<file path="src/sv/rrsd_pkg.sv">
// Shared types and constants for the raster run segment detector.
// No dependencies; imported by every module of the block.
`timescale 1ns / 1ps

package rrsd_pkg;

   localparam int MAX_DIM     = 4096;
   localparam int POS_W       = 12;
   localparam int PIX_W       = 8;
   localparam int SKIP_W      = 8;
   localparam int SCAN_W      = 13;
   localparam int DARK_W      = 9;
   localparam int CSR_ADDR_W  = 4;
   localparam int CSR_DATA_W  = 32;
   localparam int REQ_DATA_W  = 32;
   localparam int RSP_DATA_W  = 40;

   localparam logic [PIX_W-1:0]  BRIGHT_LEVEL   = 8'd1;
   localparam logic [DARK_W-1:0] DARK_MAX       = 9'd511;
   localparam logic [POS_W-1:0]  MIN_RUN_RESET  = 12'd3;
   localparam logic [SCAN_W-1:0] SCAN_LEN_RESET = SCAN_W'(MAX_DIM & 'h1FFF);

   typedef enum logic [1:0] {
      REG_SKIP_PIXELS    = 2'd0,
      REG_MIN_RUN_LENGTH = 2'd1,
      REG_SCAN_LENGTH    = 2'd2,
      REG_SCAN_VERTICAL  = 2'd3
   } reg_index_type;

   typedef struct packed {
      logic [SKIP_W-1:0] skip_pixels;
      logic [POS_W-1:0]  min_run_length;
      logic [SCAN_W-1:0] scan_length;
      logic              scan_vertical;
   } cfg_type;

   typedef struct packed {
      logic              run_open;
      logic [POS_W-1:0]  run_first;
      logic [DARK_W-1:0] dark_count;
   } run_state_type;

   typedef struct packed {
      logic [PIX_W-1:0] pixel_value;
      logic [POS_W-1:0] along_pos;
      logic [POS_W-1:0] across_pos;
   } pixel_type;

   typedef struct packed {
      logic [POS_W-1:0] seg_start;
      logic [POS_W-1:0] seg_end;
      logic [POS_W-1:0] seg_line;
      logic             seg_vertical;
   } segment_type;

endpackage

</file>
<file path="src/sv/rrsd_csr.sv">
// Configuration register file of the run segment detector, APB-style access.
// Depends on rrsd_pkg.
`timescale 1ns / 1ps

module rrsd_csr
   import rrsd_pkg::*;
(
   input  logic                  clock,
   input  logic                  reset,
   input  logic                  csr_psel,
   input  logic                  csr_penable,
   input  logic                  csr_pwrite,
   input  logic [CSR_ADDR_W-1:0] csr_paddr,
   input  logic [CSR_DATA_W-1:0] csr_pwdata,
   output logic [CSR_DATA_W-1:0] csr_prdata,
   output logic                  csr_pready,
   output cfg_type               cfg
);

   cfg_type       cfg_ff;
   cfg_type       cfg_in;
   reg_index_type reg_sel;
   logic          wr_en;

   assign reg_sel    = reg_index_type'(csr_paddr[3:2]);
   assign wr_en      = csr_psel & csr_penable & csr_pwrite;
   assign csr_pready = 1'b1;
   assign cfg        = cfg_ff;

   always_comb begin
      cfg_in = cfg_ff;
      if (wr_en) begin
         unique case (reg_sel)
            REG_SKIP_PIXELS:    cfg_in.skip_pixels    = csr_pwdata[SKIP_W-1:0];
            REG_MIN_RUN_LENGTH: cfg_in.min_run_length = csr_pwdata[POS_W-1:0];
            REG_SCAN_LENGTH:    cfg_in.scan_length    = csr_pwdata[SCAN_W-1:0];
            REG_SCAN_VERTICAL:  cfg_in.scan_vertical  = csr_pwdata[0];
            default:            cfg_in = cfg_ff;
         endcase
      end
   end

   always_comb begin
      unique case (reg_sel)
         REG_SKIP_PIXELS:    csr_prdata = CSR_DATA_W'(cfg_ff.skip_pixels);
         REG_MIN_RUN_LENGTH: csr_prdata = CSR_DATA_W'(cfg_ff.min_run_length);
         REG_SCAN_LENGTH:    csr_prdata = CSR_DATA_W'(cfg_ff.scan_length);
         REG_SCAN_VERTICAL:  csr_prdata = CSR_DATA_W'(cfg_ff.scan_vertical);
         default:            csr_prdata = '0;
      endcase
   end

   always_ff @(posedge clock) begin
      if (reset) begin
         cfg_ff.skip_pixels    <= '0;
         cfg_ff.min_run_length <= MIN_RUN_RESET;
         cfg_ff.scan_length    <= SCAN_LEN_RESET;
         cfg_ff.scan_vertical  <= 1'b0;
      end else begin
         cfg_ff <= cfg_in;
      end
   end

endmodule

</file>
<file path="src/sv/rrsd_step.sv">
// Per-pixel run logic: next run state and the segment, if any, for one pixel.
// Depends on rrsd_pkg; purely combinational.
`timescale 1ns / 1ps

module rrsd_step
   import rrsd_pkg::*;
(
   input  cfg_type       cfg,
   input  pixel_type     pix,
   input  run_state_type cur,
   output run_state_type nxt,
   output logic          emit,
   output segment_type   seg
);

   run_state_type    base;
   run_state_type    upd;
   logic [POS_W-1:0] span;
   logic             long_enough;
   logic             closing;
   logic             line_end;

   always_comb begin
      // clear at line start
      base = cur;
      if (pix.along_pos == '0) begin
         base = '0;
      end

      upd = base;
      if (pix.pixel_value > BRIGHT_LEVEL) begin
         upd.run_open   = 1'b1;
         upd.run_first  = base.run_open ? base.run_first : pix.along_pos;
         upd.dark_count = '0;
      end else if (base.dark_count < DARK_MAX) begin
         upd.dark_count = base.dark_count + DARK_W'(1);
      end

      span        = pix.along_pos - upd.run_first;
      long_enough = span >= cfg.min_run_length;
      closing     = upd.dark_count > DARK_W'(cfg.skip_pixels);
      line_end    = ({1'b0, pix.along_pos} + SCAN_W'(1)) == cfg.scan_length;

      nxt               = upd;
      emit              = 1'b0;
      seg.seg_start     = upd.run_first;
      seg.seg_end       = pix.along_pos;
      seg.seg_line      = pix.across_pos;
      seg.seg_vertical  = cfg.scan_vertical;

      if (upd.run_open) begin
         if (closing) begin
            nxt.run_open   = 1'b0;
            nxt.run_first  = pix.along_pos;
            nxt.dark_count = '0;
            emit           = long_enough;
            seg.seg_end    = pix.along_pos - (POS_W'(cfg.skip_pixels) + POS_W'(1));
         end else begin
            emit = long_enough & line_end;
         end
      end
   end

endmodule

</file>
<file path="src/sv/raster_run_segment_detector.sv">
// Raster run segment detector: one pixel per clock in, line segments out.
// Accepts a pixel in every cycle while the result side keeps up; each pixel is
// registered, passes the combinational run logic and leaves at most one
// segment in the output register. The run state is a single register
// updated once per pixel, which sets the rate at one pixel per clock while
// the output is not stalled. Configure only while no pixel is in flight.
// Depends on rrsd_pkg, rrsd_csr and rrsd_step.
`timescale 1ns / 1ps

module raster_run_segment_detector
   import rrsd_pkg::*;
(
   input  logic                  clock,
   input  logic                  reset,
   // req_tdata: pixel_value[7:0], along_pos[19:8], across_pos[31:20]
   input  logic                  req_tvalid,
   output logic                  req_tready,
   input  logic [REQ_DATA_W-1:0] req_tdata,
   // rsp_tdata: seg_start[11:0], seg_end[23:12], seg_line[35:24], zero[39:36]
   output logic                  rsp_tvalid,
   input  logic                  rsp_tready,
   output logic [RSP_DATA_W-1:0] rsp_tdata,
   // rsp_tuser: seg_vertical[0]
   output logic                  rsp_tuser,
   input  logic                  csr_psel,
   input  logic                  csr_penable,
   input  logic                  csr_pwrite,
   input  logic [CSR_ADDR_W-1:0] csr_paddr,
   input  logic [CSR_DATA_W-1:0] csr_pwdata,
   output logic [CSR_DATA_W-1:0] csr_prdata,
   output logic                  csr_pready
);

   cfg_type       cfg;
   pixel_type     pix_ff;
   pixel_type     pix_in;
   logic          pix_valid_ff;
   logic          pix_valid_in;
   run_state_type run_ff;
   run_state_type run_in;
   run_state_type run_nxt;
   segment_type   seg;
   segment_type   seg_ff;
   segment_type   seg_in;
   logic          seg_valid_ff;
   logic          seg_valid_in;
   logic          emit;
   logic          out_free;
   logic          advance;
   logic          req_take;

   rrsd_csr u_csr (
      .clock       (clock),
      .reset       (reset),
      .csr_psel    (csr_psel),
      .csr_penable (csr_penable),
      .csr_pwrite  (csr_pwrite),
      .csr_paddr   (csr_paddr),
      .csr_pwdata  (csr_pwdata),
      .csr_prdata  (csr_prdata),
      .csr_pready  (csr_pready),
      .cfg         (cfg)
   );

   rrsd_step u_step (
      .cfg  (cfg),
      .pix  (pix_ff),
      .cur  (run_ff),
      .nxt  (run_nxt),
      .emit (emit),
      .seg  (seg)
   );

   assign out_free   = ~seg_valid_ff | rsp_tready;
   assign advance    = pix_valid_ff & out_free;
   assign req_tready = ~pix_valid_ff | advance;
   assign req_take   = req_tvalid & req_tready;

   always_comb begin
      pix_in       = pix_ff;
      pix_valid_in = pix_valid_ff & ~advance;
      if (req_take) begin
         pix_in.pixel_value = req_tdata[7:0];
         pix_in.along_pos   = req_tdata[19:8];
         pix_in.across_pos  = req_tdata[31:20];
         pix_valid_in       = 1'b1;
      end

      run_in = advance ? run_nxt : run_ff;

      seg_in       = seg_ff;
      seg_valid_in = seg_valid_ff & ~rsp_tready;
      if (advance) begin
         seg_in       = seg;
         seg_valid_in = emit;
      end
   end

   always_ff @(posedge clock) begin
      if (reset) begin
         pix_valid_ff <= 1'b0;
         seg_valid_ff <= 1'b0;
         run_ff       <= '0;
      end else begin
         pix_valid_ff <= pix_valid_in;
         seg_valid_ff <= seg_valid_in;
         run_ff       <= run_in;
      end
   end

   always_ff @(posedge clock) begin
      pix_ff <= pix_in;
      seg_ff <= seg_in;
   end

   assign rsp_tvalid = seg_valid_ff;
   assign rsp_tdata  = {4'b0000, seg_ff.seg_line, seg_ff.seg_end, seg_ff.seg_start};
   assign rsp_tuser  = seg_ff.seg_vertical;

endmodule
</file>
<file path="config.mk">
export PLATFORM = sky130hd
export DESIGN_NAME = raster_run_segment_detector
export DESIGN_NICKNAME = d
export VERILOG_FILES = /design/src/sv/rrsd_pkg.sv /design/src/sv/rrsd_csr.sv /design/src/sv/rrsd_step.sv /design/src/sv/raster_run_segment_detector.sv
export SDC_FILE = /design/constraint.sdc
export NUM_CORES = 1
export LEC_CHECK = 0
export BUFFER_PORTS_ARGS = -buffer_cell sky130_fd_sc_hd__buf_2
export CAP_MARGIN = 5
export CORE_ASPECT_RATIO = 0.8
export CORE_UTILIZATION = 45
export CTS_CLUSTER_SIZE = 30
export DETAILED_ROUTE_END_ITERATION = 10
export GPL_ROUTABILITY_DRIVEN = 0
export PLACE_DENSITY = 0.67
export SLEW_MARGIN = 15
export SYNTH_ARGS = -nofsm -noshare
export SYNTH_HDL_FRONTEND = slang
export SYNTH_HIERARCHICAL = 1
export SYNTH_SLANG_ARGS = --single-unit
</file>
<file path="constraint.sdc">
create_clock -name clock -period 7.4 [get_ports clock]
set_input_delay 1.11 -clock clock [delete_from_list [all_inputs] [get_ports clock]]
set_output_delay 1.11 -clock clock [all_outputs]
set_load 0.01 [all_outputs]
</file>
==> results of run 1 <==
-- cell usage in the layout, fill, tap and decap left out, types with 19 or more instances in the layout --
cell type                  instances
sky130_fd_sc_hd__nand4b_1         23
sky130_fd_sc_hd__mux2i_1          41
sky130_fd_sc_hd__buf_2           104
sky130_fd_sc_hd__nand3_1          19
sky130_fd_sc_hd__nand2b_1         66
sky130_fd_sc_hd__inv_1            40
sky130_fd_sc_hd__o21ai_2          19
sky130_fd_sc_hd__a21oi_1          31
sky130_fd_sc_hd__edfxtp_1         68
sky130_fd_sc_hd__xnor2_1          26
sky130_fd_sc_hd__conb_1           24
sky130_fd_sc_hd__o21ai_0          32
sky130_fd_sc_hd__dfxtp_1          58
sky130_fd_sc_hd__nor2_1           46
sky130_fd_sc_hd__ha_1             40
sky130_fd_sc_hd__nand2_1          52
-- power groups by stage --
stage	logic, uW	clock network (uW)	registers [uW]
after global placement	260	0	810
after CTS	267	796	796
final	268	778	796
after global routing	298	825	799
after detailed placement	263	0	810
after floorplan	216	0	802
-- final cells by class --
type / instances / area (sq um)
Multi-Input combinational cell: 561 / 3963
Clock buffer: 17 / 425.4
Fill cell: 1600 / 8082
Sequential cell: 126 / 3203
Clock inverter: 15 / 122.6
Inverter: 40 / 150.1
Tap cell: 220 / 275.3
Timing Repair Buffer: 107 / 543.0
-- metrics by stage --
step / instance area, sq um / worst slack (ps) / util [%] / hold WS (ps) / instances
4_1_cts: 8682 / 1601 / 51.79 / 418.3 / 1086
3_3_place_gp: 8134 / 1729 / 48.52 / 400.5 / 1054
5_1_grt: 8682 / 1166 / 51.79 / 422.7 / 1086
3_5_place_dp: 8134 / 1657 / 48.52 / 404.5 / 1054
6_report: 8682 / 1514 / 51.79 / 415.9 / 1086
2_1_floorplan: 7914 / 2683 / - / 442.0 / 806
-- worst max-delay path by stage --
stage | from | to | cells past startpoint
final | pix_ff[13] | rsp_tvalid | 23
after global routing | pix_ff[13] | rsp_tvalid | 22
after CTS | pix_ff[13] | rsp_tvalid | 23
after detailed placement | pix_ff[13] | rsp_tvalid | 23
after global placement | pix_ff[13] | rsp_tvalid | 22
after floorplan | pix_ff[13] | rsp_tvalid | 23
-- routing by layer --
layer	track usage, %	vias to the layer above	wire length (um)
li1	-	2838	-
met1	30.44	2681	8905
met2	30.64	175	7924
met3	5.437	15	1066
met4	4.464	0	149
met5	0	-	0
-- sequential cells by signal (all words and copies together), names as in the netlist --
register / cells
pix_ff: 31
rsp_tuser: 1
run_ff: 22
pix_valid_ff: 1
rsp_tvalid: 1
rsp_tdata: 36
u_csr/cfg: 34
==> metrics, run 1 <==
result of the run finished clean; number of warning messages in the yosys log 6; Die Wd 149.5 um; number of buffers added by the clock tree synthesis step 17; Final Total Pwr 1842 uW; cell count after synthesis 785; cell class contributing the biggest share of worst-path delay compound AO/OA/AOI/OAI gates; final worst clock skew 5.671 ps; clock share of power 42.2%; worst-path maximum fanout 16; critical path class reg -> reg; RSZ-0062 raised after global routing no; Psw 498.4 uW; core region area 16,760 sq um; Syn-to-layout area delta 10.81%; area of the die 17,950 sq um; R2R Setup Slk 1510 ps; start of the worst register-to-register path pix_ff[13]; required time of the critical path 7670 ps; largest net degree at the start of global routing 96; number of vias per cell 5.257; largest buffer count on any clock path 2; buffer count from post-CTS setup fixing 0; initial standard-cell utilization of the core 46.74%; share of total power consumed by net switching 27.06%; number of antenna violations at the first check in global routing 0; synthesized area per cell 9.981 sq um; netlist area before placement 7835 sq um; via count 5,709; Diodes inserted 0; clk sinks 126; buffers plus inverters on the worst setup path 2; # Max-Cap Violations 0; Clock transition at path regs 60 ps; hold path cells 0; path category of the worst min-delay check reg -> reg; die boundary height 120.0 um; router iterations before antenna repair 5; wire per inst 16.62 um; TritonCTS clock tree yes; time the final worst path needs with I/O delays and setup 5886 ps; Leak Pwr 0.003451 uW; vias in the first global route 5,272; hold path startpoint pix_ff[3]; count of cells resized by post-cts repair 0; number of buffers added to fix hold violations after cts 0; depth of the worst register-to-register path 23; detailed-route DRC error count 0; wire length of the first global-routing pass 28.37 mm; R2R Path End rsp_tvalid; power density normalized to cell area 212.2 nW/um^2; sort of element at the start of the critical path register; Critical-path top delay cell sky130_fd_sc_hd__o21ai_0; fraction of final layout cells with drive strength greater than 1 21.82%; maximum clock frequency 0.1699 GHz; clk root buf sky130_fd_sc_hd__clkbuf_16; Initial DRC Count 420; total congestion overflow 0; period utilization 79.53%; combinational group share of total power 14.6%; ordered list of cells on the worst path inv_1 > ha_1 > or4b_1 > o31ai_4 > nand2_1 > o21ai_0 > ha_1 > inv_1 > ha_1 > nor3_1 > a2bb2oi_1 > a31o_2 > a21oi_1 > o21ai_0 > a21oi_1 > xnor2_1 > ha_1 > o21ai_0 > a21oi_1 > o21a_1 > o22a_1 > nand2_1 > a21oi_1; Detailed Place HPWL 12.39 mm; number of buffer cells added on primary ports 104; Internal Power 1344 uW; NumNets Final 969; critical path arrival 6150 ps; maximum level of the CTS H-tree 4; clock insertion delay at the later pin of the skew report 420 ps; Final Hold Violating Endpoints 0; slew at the pin closest to its max-slew limit 1012 ps; CP endpoint kind register; I/O pin count 151; hold worst-path end rsp_tdata[27]; Post-Route Setup TNS 0 ps; total track usage 20.87%; Total Wirelength 18.05 mm; number of core rows 42; Max rail drop VDD 0.1490 mV; relative slew slack 32.44%; largest stage delay on the critical path 570 ps; DRT antenna net count 0; proportion of power drawn by flip-flops and latches 43.2%; number of max-slew violations in the final report 0; Final Setup Violations 0
No activity file was read; power rests on OpenSTA's default activity.
==> run 2, diff against run 1 <==
- PLACE_DENSITY: 0.67 -> 0.7
- clock period: 7.4 -> 5 ns (I/O delays scaled with it)
==> metrics, run 2 (synthesized netlist as in run 1, its figures left out) <==
wire per inst 16.60 um; Final Total Pwr 2900 uW; Total Wirelength 18.37 mm; time the final worst path needs with I/O delays and setup 4751 ps; most common cell after layout, fill and taps aside sky130_fd_sc_hd__buf_2; area of the die 17,950 sq um; path category of the worst min-delay check reg -> reg; clock insertion delay at the later pin of the skew report 420 ps; clk sinks 126; number of buffers added to fix hold violations after cts 0; share of total power consumed by net switching 26.71%; period utilization 95.02%; hold path startpoint pix_ff[7]; top library cells by usage in the layout, fill and taps aside 104 x sky130_fd_sc_hd__buf_2, 68 x sky130_fd_sc_hd__edfxtp_1, 66 x sky130_fd_sc_hd__nand2b_1, 58 x sky130_fd_sc_hd__dfxtp_1, 52 x sky130_fd_sc_hd__nand2_1; Final Setup Violations 0; slew at the pin closest to its max-slew limit 1013 ps; fraction of final layout cells with drive strength greater than 1 24.24%; router iterations before antenna repair 5; Psw 774.7 uW; count of cells resized by post-cts repair 0; clock share of power 45.1%; number of vias per cell 5.293; NumNets Final 990; required time of the critical path 5280 ps; critical path class reg -> reg; final worst clock skew 11.15 ps; Final Hold Violating Endpoints 0; Critical-path top delay cell sky130_fd_sc_hd__or4b_4; detailed-route DRC error count 0; Clock transition at path regs 60 ps; buffers plus inverters on the worst setup path 3; vias in the first global route 5,539; start of the worst register-to-register path pix_ff[13]; critical path launch point pix_ff[13]; Detailed Place HPWL 12.89 mm; relative slew slack 32.40%; # Max-Cap Violations 0; clk root buf sky130_fd_sc_hd__clkbuf_16; buffer count from post-CTS setup fixing 0; total congestion overflow 0; number of core rows 42; maximum level of the CTS H-tree 4; combinational group share of total power 14.8%; wire length of the first global-routing pass 28.74 mm; worst-path maximum fanout 15; number of cells in the design after placement 1,075; largest buffer count on any clock path 2; largest net degree at the start of global routing 96; result of the run finished clean; Max rail drop VDD 0.2279 mV; Diodes inserted 0; maximum clock frequency 0.2105 GHz; total track usage 21.15%; Leak Pwr 0.003600 uW; I/O pin count 151; cell class contributing the biggest share of worst-path delay compound AO/OA/AOI/OAI gates; proportion of power drawn by flip-flops and latches 40.1%; Internal Power 2125 uW; number of buffer cells added on primary ports 104; number of buffers added by the clock tree synthesis step 17; power density normalized to cell area 324.8 nW/um^2; number of flip-flops under the largest register name 36; via count 5,859; die boundary height 120.0 um; critical path arrival 5030 ps; number of antenna violations at the first check in global routing 0; TritonCTS clock tree yes; minimum setup slack in the final design 249.2 ps; worst hold margin 419.3 ps; DRT antenna net count 0; Initial DRC Count 465; Final Non-Filler Cells 1,107; initial standard-cell utilization of the core 46.74%; sort of element at the start of the critical path register; DP Worst Slack 170.7 ps; Syn-to-layout area delta 13.97%; CP endpoint kind register; Die Wd 149.5 um; core region area 16,760 sq um; largest stage delay on the critical path 490 ps; number of max-slew violations in the final report 0
[run 2: cell types whose count changed in the layout (fill, tap and decap cells not counted), moves of 2 or more]
cell / change
sky130_fd_sc_hd__buf_4: +21
sky130_fd_sc_hd__clkinv_2: -5
sky130_fd_sc_hd__clkinvlp_4: -4
sky130_fd_sc_hd__inv_6: +4
sky130_fd_sc_hd__bufinv_16: +2
sky130_fd_sc_hd__clkinv_4: +2
sky130_fd_sc_hd__inv_8: +2
[run 2: routing by layer]
layer / track usage, % / vias up / part of all wire [%]
li1: - / 2877 / -
met1: 29.83 / 2754 / 47
met2: 31.83 / 206 / 45
met3: 4.411 / 22 / 6.5
met4: 7.398 / 0 / 1.5
met5: 0 / - / 0
[run 2: metrics by stage]
| stage | area (sq um) | utilization [%] | setup TNS, ps |
|---|---|---|---|
| global route | 8930 | 53.27 | -2.194 |
| CTS | 8916 | 53.19 | 0 |
| finish | 8930 | 53.27 | 0 |
| global placement | 8292 | 49.46 | 0 |
| detailed placement | 8292 | 49.46 | 0 |
| floorplan | 7914 | - | 0 |
[run 2: path summary, 6_finish.rpt]
kind              slack, ps            end  depth (start not counted)
setup reg to reg        250     rsp_tvalid                         25
hold / removal          420  rsp_tdata[31]                          0
hold reg to reg         420  rsp_tdata[31]                          0
setup / recovery        250     rsp_tvalid                         25
[run 2: worst reg2reg max path: stages (launching register included)]
cell and delay, ps:
sky130_fd_sc_hd__edfxtp_1 400, sky130_fd_sc_hd__inv_1 150, sky130_fd_sc_hd__ha_1 190, sky130_fd_sc_hd__or4b_4 500, sky130_fd_sc_hd__o31ai_4 200, sky130_fd_sc_hd__nand2_1 120, sky130_fd_sc_hd__buf_4 210, sky130_fd_sc_hd__nand3_1 130
sky130_fd_sc_hd__o21ai_2 80, sky130_fd_sc_hd__ha_2 210, sky130_fd_sc_hd__inv_1 80, sky130_fd_sc_hd__nor2_1 50, sky130_fd_sc_hd__a32oi_1 150, sky130_fd_sc_hd__o211a_1 200, sky130_fd_sc_hd__a31o_1 200, sky130_fd_sc_hd__nor2_1 60
sky130_fd_sc_hd__o21ba_2 200, sky130_fd_sc_hd__xnor2_1 120, sky130_fd_sc_hd__ha_1 200, sky130_fd_sc_hd__or3_1 320, sky130_fd_sc_hd__o221ai_1 200, sky130_fd_sc_hd__a21oi_1 110, sky130_fd_sc_hd__o21a_1 170, sky130_fd_sc_hd__o22a_1 200
sky130_fd_sc_hd__nand2_1 70, sky130_fd_sc_hd__a21oi_1 80
[run 2: power by group through the flow]
stage	registers, uW	clock network [uW]	logic [uW]
finish	1160	1310	430
global route	1170	1370	474
CTS	1160	1340	424
detailed placement	1180	0	419
global placement	1180	0	414
floorplan	1190	0	320
[run 2: layout make-up]
type                            count  area (sq um)
Tap cell                          220         275.3
Inverter                           40         150.1
Sequential cell                   126          3203
Clock buffer                       17         425.4
Timing Repair Buffer              128         700.7
Clock inverter                     15         198.9
Fill cell                        1535          7834
Multi-Input combinational cell    561          3976
==> run 3, diff against run 2 <==
- ABC_AREA: unset -> 1
- CORE_UTILIZATION: 45 -> 51
- PLACE_DENSITY: 0.7 -> 0.77
- SLEW_MARGIN: 15 -> unset
==> metrics, run 3 <==
maximum clock frequency 0.2238 GHz; top library cells by usage in the layout, fill and taps aside 224 x sky130_fd_sc_hd__nand2_1, 128 x sky130_fd_sc_hd__nor2_1, 121 x sky130_fd_sc_hd__inv_1, 115 x sky130_fd_sc_hd__nand3_1, 104 x sky130_fd_sc_hd__buf_2; CP endpoint kind register; final worst clock skew 13.28 ps; count of cells resized by post-cts repair 0; critical path class reg -> reg; via count 7,011; number of flip-flops under the largest register name 36; initial standard-cell utilization of the core 53.04%; number of core rows 40; number of warning messages in the yosys log 6; Diodes inserted 0; Clock transition at path regs 50 ps; total congestion overflow 0; minimum setup slack in the final design 532.6 ps; layout filler cell count 1,356; relative slew slack 16.45%; router iterations before antenna repair 6; slew at the pin closest to its max-slew limit 1252 ps; buffer count from post-CTS setup fixing 0; hold path startpoint pix_ff[5]; die boundary height 114.7 um; Sequential Area 3203 sq um; Total Wirelength 18.90 mm; sort of element at the start of the critical path register; synthesized area per cell 7.763 sq um; vias in the first global route 6,246; placed instance area 8581 sq um; critical path arrival 4630 ps; clock insertion delay at the later pin of the skew report 430 ps; Final Cell Area 9191 sq um; area of the die 16,390 sq um; netlist area before placement 8097 sq um; multi-input gate area in the final layout 3905 sq um; Final Hold Violating Endpoints 0; path category of the worst min-delay check reg -> reg; NumNets Final 1,255; core region area 15,260 sq um; I/O pin count 151; Initial DRC Count 629; detailed-route DRC error count 0; clk sinks 126; total track usage 24.45%; power density normalized to cell area 325.0 nW/um^2; Leak Pwr 0.004288 uW; DRT antenna net count 0; result of the run finished clean; wire per inst 13.88 um; required time of the critical path 5170 ps; Post-Route Setup TNS 0 ps; R2R Path End rsp_tdata[17]; fraction of final layout cells with drive strength greater than 1 19.88%; TritonCTS clock tree yes; hold worst-path end rsp_tdata[29]; Final Total Pwr 2987 uW; Syn-to-layout area delta 13.52%; number of buffer cells added on primary ports 104; # Max-Cap Violations 0; worst-path maximum fanout 29; period utilization 89.35%; Detailed Place HPWL 13.69 mm; Die Wd 142.9 um; time the final worst path needs with I/O delays and setup 4467 ps; wire length of the first global-routing pass 30.57 mm; number of max-slew violations in the final report 0; Final Setup Violations 0; DP Worst Slack 602.3 ps; number of vias per cell 5.148; number of antenna violations at the first check in global routing 0; maximum level of the CTS H-tree 4; Max rail drop VDD 0.2360 mV; number of buffers added by the clock tree synthesis step 17; largest buffer count on any clock path 2; depth of the worst register-to-register path 23; largest net degree at the start of global routing 48; cell count after synthesis 1,043; most common cell after layout, fill and taps aside sky130_fd_sc_hd__nand2_1; start of the worst register-to-register path pix_ff[12]; hold path cells 0; RSZ-0062 raised after global routing no; R2R Setup Slk 530 ps; clk root buf sky130_fd_sc_hd__clkbuf_16; number of buffers added to fix hold violations after cts 0
run 3: worst max path at each step:
stage	from	to	slack (ps)
after floorplan	rsp_tready	rsp_tdata[0]	1010
after global placement	pix_ff[12]	rsp_tdata[18]	710
after detailed placement	pix_ff[12]	rsp_tdata[18]	600
after CTS	pix_ff[12]	rsp_tdata[18]	580
after global routing	pix_ff[12]	run_ff[10]	40
final	pix_ff[12]	rsp_tdata[17]	530
run 3: final cells by class:
type / count / share of cell area, %
Clock buffer: 22 / 5.159
Clock inverter: 10 / 1.484
Inverter: 131 / 5.377
Multi-Input combinational cell: 733 / 42.49
Sequential cell: 126 / 34.85
Tap cell: 210 / 2.859
Timing Repair Buffer: 130 / 7.787
run 3: stage by stage:
step,util (%),cells,hold slack (ps)
5_1_grt,60.21,1362,426.3
3_3_place_gp,56.21,1330,400.4
4_1_cts,60.21,1362,418.7
3_5_place_dp,56.21,1330,405.7
2_1_floorplan,-,1064,450.3
6_report,60.21,1362,416.8
run 3: worst max-delay path, stage by stage (launching register included):
cell and delay, ps:
sky130_fd_sc_hd__edfxtp_1 400, sky130_fd_sc_hd__inv_1 130, sky130_fd_sc_hd__ha_1 210, sky130_fd_sc_hd__nand3_1 90
sky130_fd_sc_hd__nor2_2 60, sky130_fd_sc_hd__nand2_4 160, sky130_fd_sc_hd__inv_1 150, sky130_fd_sc_hd__nor2_2 240
sky130_fd_sc_hd__ha_1 240, sky130_fd_sc_hd__nand2_1 70, sky130_fd_sc_hd__nor2_1 220, sky130_fd_sc_hd__nand2_1 100
sky130_fd_sc_hd__o21ai_0 140, sky130_fd_sc_hd__a21oi_1 80, sky130_fd_sc_hd__ha_1 320, sky130_fd_sc_hd__a21oi_1 150
sky130_fd_sc_hd__nand2_1 70, sky130_fd_sc_hd__o21bai_1 120, sky130_fd_sc_hd__a21boi_0 90, sky130_fd_sc_hd__o21ai_0 380
sky130_fd_sc_hd__nand2_4 100, sky130_fd_sc_hd__nand2_4 330, sky130_fd_sc_hd__buf_4 280, sky130_fd_sc_hd__o21ai_2 70
run 3: layer usage:
| layer | vias up | part of all wire [%] | routed length, um | global-route usage, % |
|---|---|---|---|---|
| met4 | 0 | 1.9 | 354 | 8.244 |
| met5 | - | 0 | 0 | 0 |
| met1 | 3142 | 47 | 8791 | 34.08 |
| met3 | 23 | 9.2 | 1732 | 6.817 |
| met2 | 322 | 42 | 8024 | 36.34 |
| li1 | 3524 | - | - | - |
run 3: where the power goes:
group | leakage, uW | total, uW | internal (uW) | switching (uW)
Clock | 0.000293 | 1260 | 821 | 442
Combinational | 0.00287 | 545 | 204 | 341
Sequential | 0.00113 | 1180 | 1150 | 28.0
